[src/hdl/bcct_pkg.sv]
package bcct_pkg;

    // Default sizes of the shape table and of a coordinate.
    localparam int SLOTS_DEF      = 16;
    localparam int COORD_BITS_DEF = 16;

    // Width of the slot field on the item and of the partner field on the result.
    localparam int SLOT_W = 4;

    // Item function codes.
    localparam logic FUNC_WRITE = 1'b0;

    // Shape kind codes; every other code has no volume.
    localparam logic [1:0] KIND_BOX    = 2'd1;
    localparam logic [1:0] KIND_CIRCLE = 2'd2;

    // Controller states.
    typedef enum logic [2:0] {
        ST_IDLE,
        ST_LOAD,
        ST_WALK,
        ST_DRAIN,
        ST_FINISH
    } ctl_state_t;

    // Commands from the controller to the datapath.
    typedef struct packed {
        logic wr_en;
        logic rd_en;
        logic a_load;
        logic issue;
        logic finish;
    } dp_cmd_t;

    // Status from the datapath to the controller.
    typedef struct packed {
        logic advance;
        logic pipe_empty;
        logic out_free;
        logic usable;
    } dp_status_t;

    // A slot takes part in collisions when it is active and has a volume.
    function automatic logic usable_flags(input logic [2:0] flags);
        return flags[0] && ((flags[2:1] == KIND_BOX) || (flags[2:1] == KIND_CIRCLE));
    endfunction

endpackage

[src/hdl/bcct_item_if.sv]
interface bcct_item_if #(
    parameter int COORD_BITS = bcct_pkg::COORD_BITS_DEF
);
    logic                          valid;
    logic                          ready;
    logic                          func;
    logic [bcct_pkg::SLOT_W-1:0]   slot;
    logic                          active;
    logic [1:0]                    kind;
    logic signed [COORD_BITS-1:0]  pos_x;
    logic signed [COORD_BITS-1:0]  pos_y;
    logic [COORD_BITS-2:0]         size_w;
    logic [COORD_BITS-2:0]         size_h;

    modport source (
        output valid, func, slot, active, kind, pos_x, pos_y, size_w, size_h,
        input  ready
    );

    modport sink (
        input  valid, func, slot, active, kind, pos_x, pos_y, size_w, size_h,
        output ready
    );
endinterface

[src/hdl/bcct_result_if.sv]
interface bcct_result_if;
    logic                        valid;
    logic                        ready;
    logic                        hit;
    logic [bcct_pkg::SLOT_W-1:0] partner;
    logic                        last;

    modport source (
        output valid, hit, partner, last,
        input  ready
    );

    modport sink (
        input  valid, hit, partner, last,
        output ready
    );
endinterface

[src/hdl/bcct_datapath.sv]
module bcct_datapath #(
    parameter int SLOTS      = bcct_pkg::SLOTS_DEF,
    parameter int COORD_BITS = bcct_pkg::COORD_BITS_DEF
) (
    input  logic                        clk,
    input  logic                        rst_n,
    input  bcct_pkg::dp_cmd_t           cmd,
    input  logic [$clog2(SLOTS)-1:0]    addr,
    output bcct_pkg::dp_status_t        status,
    input  logic                        active,
    input  logic [1:0]                  kind,
    input  logic signed [COORD_BITS-1:0] pos_x,
    input  logic signed [COORD_BITS-1:0] pos_y,
    input  logic [COORD_BITS-2:0]       size_w,
    input  logic [COORD_BITS-2:0]       size_h,
    bcct_result_if.source               rsp
);

    localparam int C     = COORD_BITS;
    localparam int IDX_W = $clog2(SLOTS);
    localparam int REC_W = 4 * C - 2;
    localparam logic [IDX_W:0] SLOTS_V = (IDX_W + 1)'(SLOTS);

    typedef enum logic [1:0] {
        PM_NONE,
        PM_BB,
        PM_BC,
        PM_CC
    } pair_mode_t;

    // Sign-extend a coordinate by one bit.
    function automatic logic signed [C:0] sx(input logic [C-1:0] v);
        return $signed({v[C-1], v});
    endfunction

    // Zero-extend a size to the extended coordinate width.
    function automatic logic signed [C:0] uw(input logic [C-2:0] w);
        return $signed({2'b00, w});
    endfunction

    // Distance from p to the closed interval [lo, hi]; always below 2^C.
    function automatic logic [C-1:0] clamp_dist(
        input logic signed [C:0] p,
        input logic signed [C:0] lo,
        input logic signed [C:0] hi
    );
        logic signed [C:0] d_lo;
        logic signed [C:0] d_hi;
        logic [C-1:0]      res;
        d_lo = lo - p;
        d_hi = p - hi;
        if (p < lo)
        begin
            res = d_lo[C-1:0];
        end
        else if (p > hi)
        begin
            res = d_hi[C-1:0];
        end
        else
        begin
            res = '0;
        end
        return res;
    endfunction

    // Magnitude of a coordinate difference; always below 2^C.
    function automatic logic [C-1:0] abs_diff(input logic signed [C:0] d);
        logic signed [C:0] n;
        n = -d;
        return d[C] ? n[C-1:0] : d[C-1:0];
    endfunction

    // Shape storage: flags are cleared at reset, records are not.
    logic [2:0]       flags_reg [SLOTS];
    logic [REC_W-1:0] rec_mem   [SLOTS];
    logic [REC_W-1:0] rd_data_reg;
    logic [2:0]       flag_rd;

    // Record of the checked slot.
    logic [C-1:0] ax_reg, ay_reg;
    logic [C-2:0] aw_reg, ah_reg;
    logic [1:0]   kind_a_reg;

    // Pipeline stages.
    logic             v1_reg, v2_reg, v3_reg, v4_reg;
    logic [IDX_W-1:0] j1_reg, j2_reg, j3_reg, j4_reg;
    logic [1:0]       kind_b1_reg;
    pair_mode_t       mode2_reg, mode3_reg, mode4_reg;
    logic             bb2_reg, bb3_reg, bb4_reg;
    logic signed [C:0] px2_reg, py2_reg, lox2_reg, hix2_reg, loy2_reg, hiy2_reg;
    logic [C-1:0]     rad2_reg, rad3_reg;
    logic [C-1:0]     ux3_reg, uy3_reg;
    logic [2*C-1:0]   sqx4_reg, sqy4_reg, sqr4_reg;

    // Result holding and output register.
    logic                        pend_valid_reg;
    logic [IDX_W-1:0]            pend_j_reg;
    logic                        out_valid_reg;
    logic                        out_hit_reg;
    logic [bcct_pkg::SLOT_W-1:0] out_partner_reg;
    logic                        out_last_reg;

    logic advance;
    logic out_free;
    logic pipe_empty;
    logic s4_hit;
    logic push_mid;
    logic push_final;

    // Stage one combinational signals.
    logic [C-1:0]     bx, by;
    logic [C-2:0]     bw, bh;
    pair_mode_t       mode1;
    logic             swap1;
    logic             bb1;
    logic [C-1:0]     box_x, box_y, cir_x, cir_y;
    logic [C-2:0]     box_w, box_h, cir_r;
    logic signed [C:0] px1, py1, lox1, hix1, loy1, hiy1;
    logic [C-1:0]     rad1;

    logic [C-1:0]     ux2, uy2;
    logic [2*C:0]     dist4;
    logic             pair_hit4;

    // Flags read port, zero outside the table.
    assign flag_rd = ({1'b0, addr} < SLOTS_V) ? flags_reg[addr] : 3'b000;

    // Flag table with reset.
    always_ff @(posedge clk or negedge rst_n)
    begin
        if (!rst_n)
        begin
            flags_reg <= '{default: 3'b000};
        end
        else if (cmd.wr_en)
        begin
            flags_reg[addr] <= {kind, active};
        end
    end

    // Position and size memory, one write and one registered read port.
    always_ff @(posedge clk)
    begin
        if (cmd.wr_en)
        begin
            rec_mem[addr] <= {size_h, size_w, pos_y, pos_x};
        end
        if (cmd.rd_en)
        begin
            rd_data_reg <= rec_mem[addr];
        end
    end

    // Latch the checked slot.
    always_ff @(posedge clk)
    begin
        if (cmd.a_load)
        begin
            ax_reg     <= rd_data_reg[C-1:0];
            ay_reg     <= rd_data_reg[2*C-1:C];
            aw_reg     <= rd_data_reg[3*C-2:2*C];
            ah_reg     <= rd_data_reg[4*C-3:3*C-1];
            kind_a_reg <= flag_rd[2:1];
        end
    end

    // Stage one: box overlap, and edges or differences for the round tests.
    always_comb
    begin
        bx = rd_data_reg[C-1:0];
        by = rd_data_reg[2*C-1:C];
        bw = rd_data_reg[3*C-2:2*C];
        bh = rd_data_reg[4*C-3:3*C-1];

        if ((kind_a_reg == bcct_pkg::KIND_BOX) && (kind_b1_reg == bcct_pkg::KIND_BOX))
        begin
            mode1 = PM_BB;
        end
        else if ((kind_a_reg == bcct_pkg::KIND_CIRCLE)
                 && (kind_b1_reg == bcct_pkg::KIND_CIRCLE))
        begin
            mode1 = PM_CC;
        end
        else if (((kind_a_reg == bcct_pkg::KIND_BOX) && (kind_b1_reg == bcct_pkg::KIND_CIRCLE))
                 || ((kind_a_reg == bcct_pkg::KIND_CIRCLE)
                     && (kind_b1_reg == bcct_pkg::KIND_BOX)))
        begin
            mode1 = PM_BC;
        end
        else
        begin
            mode1 = PM_NONE;
        end

        bb1 = (sx(ax_reg) < sx(bx) + uw(bw)) && (sx(bx) < sx(ax_reg) + uw(aw_reg))
              && (sx(ay_reg) < sx(by) + uw(bh)) && (sx(by) < sx(ay_reg) + uw(ah_reg));

        // The box is the checked slot unless that one is the circle.
        swap1 = (kind_a_reg == bcct_pkg::KIND_CIRCLE);
        box_x = swap1 ? bx : ax_reg;
        box_y = swap1 ? by : ay_reg;
        box_w = swap1 ? bw : aw_reg;
        box_h = swap1 ? bh : ah_reg;
        cir_x = swap1 ? ax_reg : bx;
        cir_y = swap1 ? ay_reg : by;
        cir_r = swap1 ? aw_reg : bw;

        lox1 = sx(box_x);
        hix1 = sx(box_x) + uw(box_w);
        loy1 = sx(box_y);
        hiy1 = sx(box_y) + uw(box_h);

        if (mode1 == PM_CC)
        begin
            px1  = sx(bx) - sx(ax_reg);
            py1  = sx(by) - sx(ay_reg);
            rad1 = {1'b0, aw_reg} + {1'b0, bw};
        end
        else
        begin
            px1  = sx(cir_x);
            py1  = sx(cir_y);
            rad1 = {1'b0, cir_r};
        end
    end

    // Stage two: per-axis distances.
    always_comb
    begin
        if (mode2_reg == PM_CC)
        begin
            ux2 = abs_diff(px2_reg);
            uy2 = abs_diff(py2_reg);
        end
        else
        begin
            ux2 = clamp_dist(px2_reg, lox2_reg, hix2_reg);
            uy2 = clamp_dist(py2_reg, loy2_reg, hiy2_reg);
        end
    end

    // Stage four: sum of squares against the squared radius, or the box overlap for two boxes.
    always_comb
    begin
        dist4 = {1'b0, sqx4_reg} + {1'b0, sqy4_reg};
        case (mode4_reg)
            PM_BB:   pair_hit4 = bb4_reg;
            PM_BC,
            PM_CC:   pair_hit4 = (dist4 <= {1'b0, sqr4_reg});
            default: pair_hit4 = 1'b0;
        endcase
    end

    // Stall the pipeline only when a hit must leave but the output is full.
    assign out_free   = !out_valid_reg || rsp.ready;
    assign s4_hit     = v4_reg && pair_hit4;
    assign advance    = !(s4_hit && pend_valid_reg && !out_free);
    assign push_mid   = advance && s4_hit && pend_valid_reg;
    assign push_final = cmd.finish && out_free;
    assign pipe_empty = !(v1_reg || v2_reg || v3_reg || v4_reg);

    // Pipeline valid bits.
    always_ff @(posedge clk or negedge rst_n)
    begin
        if (!rst_n)
        begin
            v1_reg <= 1'b0;
            v2_reg <= 1'b0;
            v3_reg <= 1'b0;
            v4_reg <= 1'b0;
        end
        else if (advance)
        begin
            v1_reg <= cmd.issue && bcct_pkg::usable_flags(flag_rd);
            v2_reg <= v1_reg;
            v3_reg <= v2_reg;
            v4_reg <= v3_reg;
        end
    end

    // Pipeline payload.
    always_ff @(posedge clk)
    begin
        if (advance)
        begin
            j1_reg      <= addr;
            kind_b1_reg <= flag_rd[2:1];

            j2_reg    <= j1_reg;
            mode2_reg <= mode1;
            bb2_reg   <= bb1;
            px2_reg   <= px1;
            py2_reg   <= py1;
            lox2_reg  <= lox1;
            hix2_reg  <= hix1;
            loy2_reg  <= loy1;
            hiy2_reg  <= hiy1;
            rad2_reg  <= rad1;

            j3_reg    <= j2_reg;
            mode3_reg <= mode2_reg;
            bb3_reg   <= bb2_reg;
            ux3_reg   <= ux2;
            uy3_reg   <= uy2;
            rad3_reg  <= rad2_reg;

            j4_reg    <= j3_reg;
            mode4_reg <= mode3_reg;
            bb4_reg   <= bb3_reg;
            sqx4_reg  <= ux3_reg * ux3_reg;
            sqy4_reg  <= uy3_reg * uy3_reg;
            sqr4_reg  <= rad3_reg * rad3_reg;
        end
    end

    // One hit is held back so that the final one can carry the last mark.
    always_ff @(posedge clk or negedge rst_n)
    begin
        if (!rst_n)
        begin
            pend_valid_reg <= 1'b0;
        end
        else if (advance && s4_hit)
        begin
            pend_valid_reg <= 1'b1;
        end
        else if (push_final)
        begin
            pend_valid_reg <= 1'b0;
        end
    end

    always_ff @(posedge clk)
    begin
        if (advance && s4_hit)
        begin
            pend_j_reg <= j4_reg;
        end
    end

    // Output register: valid is control, the rest is payload.
    always_ff @(posedge clk or negedge rst_n)
    begin
        if (!rst_n)
        begin
            out_valid_reg <= 1'b0;
        end
        else if (push_mid || push_final)
        begin
            out_valid_reg <= 1'b1;
        end
        else if (rsp.ready)
        begin
            out_valid_reg <= 1'b0;
        end
    end

    always_ff @(posedge clk)
    begin
        if (push_mid)
        begin
            out_hit_reg     <= 1'b1;
            out_partner_reg <= bcct_pkg::SLOT_W'(pend_j_reg);
            out_last_reg    <= 1'b0;
        end
        else if (push_final)
        begin
            out_hit_reg     <= pend_valid_reg;
            out_partner_reg <= pend_valid_reg ? bcct_pkg::SLOT_W'(pend_j_reg) : '0;
            out_last_reg    <= 1'b1;
        end
    end

    assign rsp.valid   = out_valid_reg;
    assign rsp.hit     = out_hit_reg;
    assign rsp.partner = out_partner_reg;
    assign rsp.last    = out_last_reg;

    assign status.advance    = advance;
    assign status.pipe_empty = pipe_empty;
    assign status.out_free   = out_free;
    assign status.usable     = bcct_pkg::usable_flags(flag_rd);

`ifndef SYNTHESIS
    // A no-hit result is only ever the final result of a check.
    a_nohit_is_last: assert property (@(posedge clk) disable iff (!rst_n)
        (out_valid_reg && !out_hit_reg) |-> out_last_reg)
        else $error("no-hit result without last mark");

    // The final result is only produced after the pair pipeline has drained.
    a_finish_drained: assert property (@(posedge clk) disable iff (!rst_n)
        cmd.finish |-> pipe_empty)
        else $error("final result while pairs are still in flight");

    // A stalled hit stays in the last stage with its partner index.
    a_stall_holds_hit: assert property (@(posedge clk) disable iff (!rst_n)
        (v4_reg && !advance) |=> (v4_reg && $stable(j4_reg)))
        else $error("stalled hit lost from the last stage");
`endif

endmodule

[src/hdl/bcct_ctrl.sv]
module bcct_ctrl #(
    parameter int SLOTS = bcct_pkg::SLOTS_DEF
) (
    input  logic                        clk,
    input  logic                        rst_n,
    input  logic                        req_valid,
    input  logic                        req_func,
    input  logic [bcct_pkg::SLOT_W-1:0] req_slot,
    output logic                        req_ready,
    output bcct_pkg::dp_cmd_t           cmd,
    output logic [$clog2(SLOTS)-1:0]    addr,
    input  bcct_pkg::dp_status_t        status
);

    localparam int IDX_W = $clog2(SLOTS);
    localparam int RW    = ((IDX_W > bcct_pkg::SLOT_W) ? IDX_W : bcct_pkg::SLOT_W) + 1;
    localparam logic [IDX_W-1:0] LAST_IDX = IDX_W'(SLOTS - 1);

    bcct_pkg::ctl_state_t state_reg, state_next;
    logic [IDX_W-1:0]     i_reg, i_next;
    logic [IDX_W-1:0]     j_reg, j_next;
    logic                 in_range;

    assign in_range = (RW'(req_slot) < RW'(SLOTS));

    // State and index registers.
    always_ff @(posedge clk or negedge rst_n)
    begin
        if (!rst_n)
        begin
            state_reg <= bcct_pkg::ST_IDLE;
            i_reg     <= '0;
            j_reg     <= '0;
        end
        else
        begin
            state_reg <= state_next;
            i_reg     <= i_next;
            j_reg     <= j_next;
        end
    end

    // Next state and datapath commands.
    always_comb
    begin
        state_next = state_reg;
        i_next     = i_reg;
        j_next     = j_reg;
        cmd        = '0;
        addr       = j_reg;
        req_ready  = 1'b0;

        case (state_reg)
            bcct_pkg::ST_IDLE:
            begin
                req_ready = 1'b1;
                addr      = IDX_W'(req_slot);
                if (req_valid)
                begin
                    if (req_func == bcct_pkg::FUNC_WRITE)
                    begin
                        cmd.wr_en = in_range;
                    end
                    else
                    begin
                        // Read the checked slot's record right away.
                        cmd.rd_en = 1'b1;
                        i_next    = IDX_W'(req_slot);
                        if (in_range && status.usable)
                        begin
                            state_next = bcct_pkg::ST_LOAD;
                        end
                        else
                        begin
                            state_next = bcct_pkg::ST_FINISH;
                        end
                    end
                end
            end

            bcct_pkg::ST_LOAD:
            begin
                addr       = i_reg;
                cmd.a_load = 1'b1;
                if (i_reg == LAST_IDX)
                begin
                    state_next = bcct_pkg::ST_FINISH;
                end
                else
                begin
                    j_next     = i_reg + 1'b1;
                    state_next = bcct_pkg::ST_WALK;
                end
            end

            bcct_pkg::ST_WALK:
            begin
                // One partner slot enters the pair pipeline per cycle while the pipeline advances.
                cmd.issue = 1'b1;
                cmd.rd_en = status.advance;
                if (status.advance)
                begin
                    if (j_reg == LAST_IDX)
                    begin
                        state_next = bcct_pkg::ST_DRAIN;
                    end
                    else
                    begin
                        j_next = j_reg + 1'b1;
                    end
                end
            end

            bcct_pkg::ST_DRAIN:
            begin
                if (status.pipe_empty)
                begin
                    state_next = bcct_pkg::ST_FINISH;
                end
            end

            bcct_pkg::ST_FINISH:
            begin
                cmd.finish = 1'b1;
                if (status.out_free)
                begin
                    state_next = bcct_pkg::ST_IDLE;
                end
            end

            default:
            begin
                state_next = bcct_pkg::ST_IDLE;
            end
        endcase
    end

`ifndef SYNTHESIS
    // Partners are always above the checked slot.
    a_walk_above: assert property (@(posedge clk) disable iff (!rst_n)
        (state_reg == bcct_pkg::ST_WALK) |-> (j_reg > i_reg))
        else $error("partner index not above checked slot");

    // The checked record was read in the cycle before it is latched.
    a_load_after_read: assert property (@(posedge clk) disable iff (!rst_n)
        (state_reg == bcct_pkg::ST_LOAD) |-> $past(cmd.rd_en))
        else $error("checked slot latched without a read");

    // A drained walk always ends in the final result.
    a_drain_to_finish: assert property (@(posedge clk) disable iff (!rst_n)
        (state_reg == bcct_pkg::ST_DRAIN && status.pipe_empty)
        |=> (state_reg == bcct_pkg::ST_FINISH))
        else $error("drain did not move to finish");
`endif

endmodule

[src/hdl/box_circle_collision_table.sv]
// Write beat: accepted when idle; it gives no result.
// Check beat on usable slot i < SLOTS-1: the record of i is read and latched, the partner slots
// above i are issued one per cycle while the pipeline advances and pass four pair stages, and
// after the drain the final result goes out; the next beat is taken once idle again.
// A check on the top slot skips the walk, one on an unusable slot also the latch; stalls add.
// Reset clears the flag table at once; positions and sizes have no reset or clearing pass.
module box_circle_collision_table #(
    parameter int SLOTS      = bcct_pkg::SLOTS_DEF,
    parameter int COORD_BITS = bcct_pkg::COORD_BITS_DEF
) (
    input  logic          clk,
    input  logic          rst_n,
    bcct_item_if.sink     req,
    bcct_result_if.source rsp
);

    localparam int IDX_W = $clog2(SLOTS);

    bcct_pkg::dp_cmd_t    cmd;
    bcct_pkg::dp_status_t status;
    logic [IDX_W-1:0]     addr;

    // Sequencer for the pair walk.
    bcct_ctrl #(
        .SLOTS (SLOTS)
    ) u_ctrl (
        .clk       (clk),
        .rst_n     (rst_n),
        .req_valid (req.valid),
        .req_func  (req.func),
        .req_slot  (req.slot),
        .req_ready (req.ready),
        .cmd       (cmd),
        .addr      (addr),
        .status    (status)
    );

    // Shape storage, pair tests and result register.
    bcct_datapath #(
        .SLOTS      (SLOTS),
        .COORD_BITS (COORD_BITS)
    ) u_datapath (
        .clk    (clk),
        .rst_n  (rst_n),
        .cmd    (cmd),
        .addr   (addr),
        .status (status),
        .active (req.active),
        .kind   (req.kind),
        .pos_x  (req.pos_x),
        .pos_y  (req.pos_y),
        .size_w (req.size_w),
        .size_h (req.size_h),
        .rsp    (rsp)
    );

endmodule
[src/flat_wrapper.sv]
// flat-port wrapper written by rule: the top's interface ports become plain ports
module box_circle_collision_table_flat 
#(
    parameter int SLOTS      = bcct_pkg::SLOTS_DEF,
    parameter int COORD_BITS = bcct_pkg::COORD_BITS_DEF
)
  (clk, rst_n, req_valid, req_func, req_slot, req_active, req_kind, req_pos_x, req_pos_y, req_size_w, req_size_h, req_ready, rsp_valid, rsp_hit, rsp_partner, rsp_last, rsp_ready);
  bcct_item_if #(.COORD_BITS(COORD_BITS)) req_i ();
  bcct_result_if rsp_i ();
  input  logic clk;
  input  logic rst_n;
  input wire logic [$bits(req_i.valid)-1:0] req_valid;
  input wire logic [$bits(req_i.func)-1:0] req_func;
  input wire logic [$bits(req_i.slot)-1:0] req_slot;
  input wire logic [$bits(req_i.active)-1:0] req_active;
  input wire logic [$bits(req_i.kind)-1:0] req_kind;
  input wire logic [$bits(req_i.pos_x)-1:0] req_pos_x;
  input wire logic [$bits(req_i.pos_y)-1:0] req_pos_y;
  input wire logic [$bits(req_i.size_w)-1:0] req_size_w;
  input wire logic [$bits(req_i.size_h)-1:0] req_size_h;
  output wire logic [$bits(req_i.ready)-1:0] req_ready;
  output wire logic [$bits(rsp_i.valid)-1:0] rsp_valid;
  output wire logic [$bits(rsp_i.hit)-1:0] rsp_hit;
  output wire logic [$bits(rsp_i.partner)-1:0] rsp_partner;
  output wire logic [$bits(rsp_i.last)-1:0] rsp_last;
  input wire logic [$bits(rsp_i.ready)-1:0] rsp_ready;
  assign req_i.valid = req_valid;
  assign req_i.func = req_func;
  assign req_i.slot = req_slot;
  assign req_i.active = req_active;
  assign req_i.kind = req_kind;
  assign req_i.pos_x = req_pos_x;
  assign req_i.pos_y = req_pos_y;
  assign req_i.size_w = req_size_w;
  assign req_i.size_h = req_size_h;
  assign req_ready = req_i.ready;
  assign rsp_valid = rsp_i.valid;
  assign rsp_hit = rsp_i.hit;
  assign rsp_partner = rsp_i.partner;
  assign rsp_last = rsp_i.last;
  assign rsp_i.ready = rsp_ready;
  box_circle_collision_table #(.SLOTS(SLOTS), .COORD_BITS(COORD_BITS)) u_core (.clk(clk), .rst_n(rst_n), .req(req_i), .rsp(rsp_i));
endmodule
[config.mk]
export PLATFORM = sky130hd
export DESIGN_NAME = box_circle_collision_table_flat
export DESIGN_NICKNAME = d
export VERILOG_FILES = /design/src/hdl/bcct_pkg.sv /design/src/hdl/bcct_item_if.sv /design/src/hdl/bcct_result_if.sv /design/src/hdl/bcct_datapath.sv /design/src/hdl/bcct_ctrl.sv /design/src/hdl/box_circle_collision_table.sv /design/src/flat_wrapper.sv
export SDC_FILE = /design/constraint.sdc
export NUM_CORES = 2
export LEC_CHECK = 0
export BUFFER_PORTS_ARGS = -buffer_cell sky130_fd_sc_hd__buf_2
export CAP_MARGIN = 5
export CORE_MARGIN = 2
export CORE_UTILIZATION = 40
export DETAILED_ROUTE_END_ITERATION = 10
export PLACE_DENSITY = 0.58
export SYNTH_ARGS = -nofsm -noshare
export SYNTH_HDL_FRONTEND = slang
export SYNTH_SLANG_ARGS = --single-unit
export TNS_END_PERCENT = 10
[constraint.sdc]
create_clock -name clk -period 11.55 [get_ports clk]
set_input_delay 1.155 -clock clk [delete_from_list [all_inputs] [get_ports clk]]
set_output_delay 1.155 -clock clk [all_outputs]
set_load 0.01 [all_outputs]
; ---- Yosys cells after proc, flatten, opt, wreduce, memory -nomap -nowiden
; Memory sizes are Yosys's and may differ from the RTL's. A register that Yosys moved wholly into a read port is not among the register bits.
; Index checks and enable logic that the tools add are counted.
[word_totals]
register_bits = 426
ramBits = 992
wordCells = 213
memories = 1
input_bits = 74
output_inout_bits = 8
[memory_table]
columns = memory, depth, word_bits, rd, rd_ports_with_merged_regs, wr, line
row1 = u_core.u_datapath.rec_mem, 16, 62, 1, 1, 1, bcct_datapath.sv:76  ; logic [REC_W-1:0] rec_mem [SLOTS];
[classes]
order_cmp = 11
bitwise_logic = 1
n_eq_ne = 25
reduce_logical = 35
n_addsub = 18
muxes = 60
multipliers = 3
[op_table]
columns = op, count
row1 = $mux 16, 12
row2 = $add 16x16->17, 6
row3 = $mul 16x16->32, 3
row4 = $lt 16x17->1, 4
row5 = $sub 16x16->16, 4
row6 = $mux 15, 4
row7 = $bwmux 48, 1
row8 = $gt 17x17->1, 2
row9 = $lt 17x16->1, 2
row10 = $mux 17, 2
row11 = $sub 16x16->17, 2
row12 = $add 32x32->33, 1
row13 = $le 33x32->1, 1
row14 = $mux 3, 11
row15 = $neg 16->16, 2
row16 = $mux 4, 6
row17 = $add 15x15->16, 1
row18 = $logic_and 1x1->1, 16
row19 = $ne 2x2->1 const B, 8
row20 = $pmux 4 s2, 2
row21 = $pmux 3 s5, 1
row22 = $eq 2x2->1 const B, 7
row23 = $mux 1, 13
row24 = $bmux 3 s4, 1
row25 = 20 further kinds, 41

; ---- Longest topological paths before layout
[logic_depth]
depth_word = 13
mapped_depth = 27
ltp_nobuf = 25

; ---- Modules after synthesis
; Synthesis repeated with hierarchy kept, for this count alone.
[unflattened]
hier_cells = 6793
area_unflattened_um2 = 90045.1
[modules_own_cells]
columns = module, instances, seq_area_each_um2, area_each_um2, cells_each
row1 = bcct_datapath, 1, 43731.9, 89273.1, 6713
row2 = bcct_ctrl, 1, 275.3, 772.0, 80

; ---- Worst setup path after synthesis
; No wires, ideal clock.
[synth_path]
kind = register to register
from = register u_core.u_datapath.sqx4_reg[8]
to = register u_core.u_datapath.rd_data_reg[0], read port of u_core.u_datapath.rec_mem, enable pin
n_path_buf = 1
stages_incl_launch_ff = 21
path_slack_ps = 2837
synth_period_minus_slack_ps = 8713
t_required_ps = 10982
setup_ps = 568
arrival_ps = 8145
path_cell_list = edfxtp_1 -> ha_1 -> a2111oi_0 -> o21ai_0 -> nand4_1 -> a31oi_1 -> o2111ai_1 -> nand3b_1 -> a21o_1 -> a21oi_1 -> nor3_1 -> a311o_1 -> ha_1 -> nand4_1 -> o311ai_0 -> a211oi_1 -> o21ai_0 -> a211oi_1 -> and2_1 -> buf_6 -> o21ai_0
[synth_lines]
columns = element, line
row1 = start: declaration, bcct_datapath.sv:94  ; logic [2*C-1:0] sqx4_reg, sqy4_reg, sqr4_reg;
row2 = start signal: assignment, bcct_datapath.sv:311  ; sqx4_reg <= ux3_reg * ux3_reg;
row3 = end: declaration, bcct_datapath.sv:77  ; logic [REC_W-1:0] rd_data_reg;

; ---- Final worst setup path
[layout_path]
from = register u_core.u_datapath.rad3_reg[8]
to = register u_core.u_datapath.sqr4_reg[25] (data pin)
[layout_via]
elab_chain_cells = 1
[layout_lines]
columns = element, line
row1 = start: declaration, bcct_datapath.sv:92  ; logic [C-1:0] rad2_reg, rad3_reg;
row2 = start signal: assignment, bcct_datapath.sv:306  ; rad3_reg <= rad2_reg;
row3 = $mul 16x16->32, bcct_datapath.sv:313  ; sqr4_reg <= rad3_reg * rad3_reg;
row4 = end signal: assignment, bcct_datapath.sv:313
row5 = end: declaration, bcct_datapath.sv:94
; No other way between the ends.
; A chain may end at the register's enable or synchronous reset.

==> impl_metrics.prom <==
# TYPE chip_impl_metric gauge
chip_impl_metric{name="timing.slew.headroom",unit=""} 0.1731
chip_impl_metric{name="floorplan.die_area",unit="um2"} 230300
chip_impl_metric{name="worst-endpoint-arrival",unit="ns"} 7.50
chip_impl_metric{name="finalWirelength",unit="mm"} 215.9
chip_impl_info{name="criticalPathCategory",value="reg2reg"} 1
chip_impl_metric{name="post_synth_and_or_nand_nor_area_fraction",unit=""} 0.08344
chip_impl_info{name="synth_most_common_cell",value="edfxtp_1"} 1
chip_impl_metric{name="grt_first_pass_wirelength",unit="mm"} 334.6
chip_impl_metric{name="maxSlewViolCount",unit=""} 0
chip_impl_metric{name="ctsHoldBuffers",unit=""} 0
chip_impl_metric{name="largest_register_ff_count",unit=""} 992
chip_impl_metric{name="grt_start_max_net_pins",unit=""} 136
chip_impl_info{name="tritoncts",value="done"} 1
chip_impl_metric{name="die_width",unit="um"} 479.9
chip_impl_metric{name="ctsLongestPathBuffers",unit=""} 3
chip_impl_metric{name="yosys.area.top_type_share",unit=""} 0.4674
chip_impl_info{name="timing.critical_path.max_delay_family",value="adder cells"} 1
chip_impl_metric{name="register_bit_total_from_synthesis",unit=""} 1477
chip_impl_info{name="worstHoldPathType",value="reg2reg"} 1
chip_impl_metric{name="detail-route-antenna-nets",unit=""} 0
chip_impl_metric{name="numPortBuffers",unit=""} 81
chip_impl_metric{name="mappedNetlistArea",unit="um2"} 90600
chip_impl_info{name="critical_path.startpoint_type",value="flip-flop"} 1
chip_impl_metric{name="synth_fp_nets",unit=""} 8391
chip_impl_metric{name="place_congestion",unit=""} 0.8798
chip_impl_info{name="post_synth_main_area_contributors",value="edfxtp_1 (47%), fa_1 (11%), ha_1 (9.1%)"} 1
chip_impl_metric{name="setup_viol",unit=""} 0
chip_impl_metric{name="yosys-mux-area-fraction",unit=""} 0.07313
chip_impl_metric{name="drive_above_1_share",unit=""} 0.1023
chip_impl_metric{name="rows",unit=""} 174
chip_impl_info{name="combinational_family_with_the_most_area_after_synthesis",value="adder cells"} 1
chip_impl_metric{name="dpl_worst_slack",unit="ns"} 4.596
chip_impl_metric{name="place_hpwl",unit="mm"} 149.7
chip_impl_metric{name="gr-total-overflow",unit=""} 0
chip_impl_metric{name="synth.yosys.warnings",unit=""} 0
chip_impl_metric{name="dr_total_vias",unit=""} 54585
chip_impl_metric{name="worstMarginPinSlew",unit="ns"} 1.240
chip_impl_metric{name="register_area",unit="um2"} 44010
chip_impl_metric{name="finClkSkew",unit="ns"} 0.04944
chip_impl_metric{name="synth.lib_cells_used.distinct",unit=""} 93
chip_impl_metric{name="final.fill_count",unit=""} 20327
chip_impl_metric{name="route.detailed.drc",unit=""} 0
chip_impl_metric{name="timing.final.crit_share",unit=""} 0.6037
chip_impl_metric{name="boundaryPins",unit=""} 82
chip_impl_metric{name="maxCapViolCount",unit=""} 0
chip_impl_metric{name="dpl-instance-area",unit="um2"} 94430
chip_impl_metric{name="layout-area-overhead-vs-synth",unit="%"} 9.909
chip_impl_metric{name="final.setup.worst_slack",unit="ns"} 4.577
chip_impl_metric{name="fin_area",unit="um2"} 99570
chip_impl_info{name="timing.critical_path.slowest_stage_cell",value="edfxtp_1"} 1
chip_impl_metric{name="post-route-util",unit=""} 0.4428
chip_impl_metric{name="synth_edf_count",unit=""} 1410
chip_impl_metric{name="yosys.area_share.adder",unit=""} 0.2027
chip_impl_metric{name="cts_sinks",unit=""} 1477
chip_impl_metric{name="synthesis.instances",unit=""} 7153
chip_impl_metric{name="synth_xor_xnor_area_share",unit=""} 0.02987
chip_impl_info{name="critical_path.endpoint_type",value="flip-flop"} 1
chip_impl_metric{name="clk_pin_slew",unit="ns"} 0.06
chip_impl_metric{name="cts_buffers",unit=""} 160
chip_impl_metric{name="drt-wirelength-per-cell",unit="um"} 20.84
chip_impl_info{name="cpMostUsedCell",value="fa_1"} 1
chip_impl_info{name="ctsRootBufferMaster",value="clkbuf_16"} 1
chip_impl_metric{name="initial_core_utilization",unit=""} 0.4028
chip_impl_metric{name="vias_per_cell",unit=""} 5.268
chip_impl_metric{name="cpPeakStageDelay",unit="ns"} 0.60
chip_impl_metric{name="cp_data_required_time",unit="ns"} 12.07
chip_impl_metric{name="synthArstFlopShare",unit=""} 0.04401
chip_impl_metric{name="post-route-min-period",unit="ns"} 6.973
chip_impl_metric{name="total_area_of_multi_input_combinational_cells",unit="um2"} 42050
chip_impl_metric{name="timing_hold_violations_final",unit=""} 0
chip_impl_metric{name="groute.usage.overall",unit=""} 0.1881
chip_impl_metric{name="fmaxAchievable",unit="MHz"} 143.4
chip_impl_metric{name="cp.buffers_inverters",unit=""} 5
chip_impl_metric{name="compound_gate_fraction_of_synth_area",unit=""} 0.07407
chip_impl_metric{name="detail_route.iter0.violations",unit=""} 3834
chip_impl_metric{name="via_count_of_the_first_global_routing_pass",unit=""} 56880
chip_impl_info{name="synth_top_cells_by_count",value="edfxtp_1 (1410), inv_1 (990), nand2_1 (778)"} 1
chip_impl_metric{name="cts_setup_buffers",unit=""} 0
chip_impl_metric{name="ctsResizeCount",unit=""} 0
chip_impl_info{name="synth_top_flop_cell",value="edfxtp_1"} 1
chip_impl_metric{name="synth-seq-area-share",unit=""} 0.4858
chip_impl_metric{name="nNetsFinal",unit=""} 8474
chip_impl_info{name="synth_top_area_cell",value="edfxtp_1"} 1
chip_impl_info{name="cp_cell_sequence",value="inv_1 > nor2_1 > fa_1 > inv_1 > fa_1 > fa_1 > inv_1 > fa_1 > inv_1 > fa_1 > fa_1 > inv_1 > ha_1 > a21o_1 > a211oi_1 > o2bb2ai_1 > a31oi_1 > a221o_1 > and2_1 > o31a_1 > o31ai_2 > mux2i_1 > nand2_1"} 1
chip_impl_info{name="unrepaired_setup_endpoints_after_global_routing",value="false"} 1
chip_impl_metric{name="final.setup.tns",unit="ns"} 0
chip_impl_metric{name="drt_pre_antenna_iters",unit=""} 6
chip_impl_metric{name="fp.coreArea",unit="um2"} 224900
chip_impl_metric{name="htree_levels",unit=""} 4
chip_impl_metric{name="fp.dieH",unit="um"} 479.9
chip_impl_metric{name="grt_antenna_before_repair",unit=""} 33
chip_impl_metric{name="crit_path_max_fanout",unit=""} 11
chip_impl_metric{name="postSynthAreaPerCell",unit="um2"} 12.67
chip_impl_info{name="outcome",value="completed"} 1
chip_impl_metric{name="clk_lat_worst_skew",unit="ns"} 0.81
-- path summary, 6_finish.rpt --
check / startpoint / end / slack [ns] / cells after the start
min in group asynchronous: rst_n / u_core.u_datapath.flags_reg[20] / 0.54 / 2
max in group asynchronous: rst_n / u_core.u_ctrl.state_reg[2] / 10.47 / 2
worst max register to register: u_core.u_datapath.rad3_reg[8] / u_core.u_datapath.sqr4_reg[25] / 4.58 / 23
worst min-delay path: u_core.u_datapath.j1_reg[3] / u_core.u_datapath.j2_reg[3] / 0.41 / 0
worst min register to register: u_core.u_datapath.j1_reg[3] / u_core.u_datapath.j2_reg[3] / 0.41 / 0
worst max-delay path: u_core.u_datapath.rad3_reg[8] / u_core.u_datapath.sqr4_reg[25] / 4.58 / 23
-- cells in the final DEF, fill, tap and decap left out, types with 58 or more instances in the layout --
cell type	n
xor2_1	92
xnor2_1	217
mux4_2	260
a21oi_1	288
buf_2	81
edfxtp_1	1410
o21ai_0	183
ha_1	658
inv_1	976
nand2_1	778
nand3_1	61
nor2b_1	65
clkbuf_16	164
fa_1	506
nor3_1	58
a31oi_1	87
a21o_1	116
nor2_1	268
and3_1	88
and2_1	158
dfrtp_1	65
-- cell type report --
cell class,instances,area share
Tap cell,2992,0.03760
Multi-Input combinational cell,4469,0.4223
Antenna cell,9,0.0002262
Inverter,993,0.03799
Clock inverter,85,0.008331
Sequential cell,1477,0.4420
Clock buffer,201,0.04311
Timing Repair Buffer,135,0.008520
-- cell families (layout without fill, tap and decap cells) --
family,Yosys count,after routing
fa+ha+maj,1164,1164
mux,330,330
compound gates,1026,1026
buf+inv,1207,1414
other cells,0,9
xor+xnor,309,309
simple gates,1640,1640
flops,1477,1477
-- metal layers --
| layer | global-route usage | vias to the layer above | routed length (um) |
|---|---|---|---|
| met5 | 0 | - | 203 |
| met4 | 0.04013 | 32 | 4002 |
| met3 | 0.02777 | 295 | 9371 |
| met2 | 0.3348 | 1079 | 110100 |
| met1 | 0.2423 | 27754 | 92190 |
| li1 | - | 25425 | - |
-- worst reg2reg max path: cells and delay by family (launching register included) --
kind / cells / cell delay [ns]
mux: 1 / 0.21
flops: 1 / 0.60
compound gates: 7 / 1.69
simple gates: 3 / 0.55
buf+inv: 5 / 0.45
fa+ha+maj: 7 / 3.23
-- metrics by stage --
stage                     hold WS (ns)  instances
after detailed placement        0.4045      10066
after global placement          0.4023      10066
after CTS                       0.4159      10352
after floorplan                 0.4003       7153
after global routing            0.4263      10359
final                           0.4140      10361
Power is not shown: default switching activity piles up to over one toggle a cycle in this logic, so the estimate is an artifact.
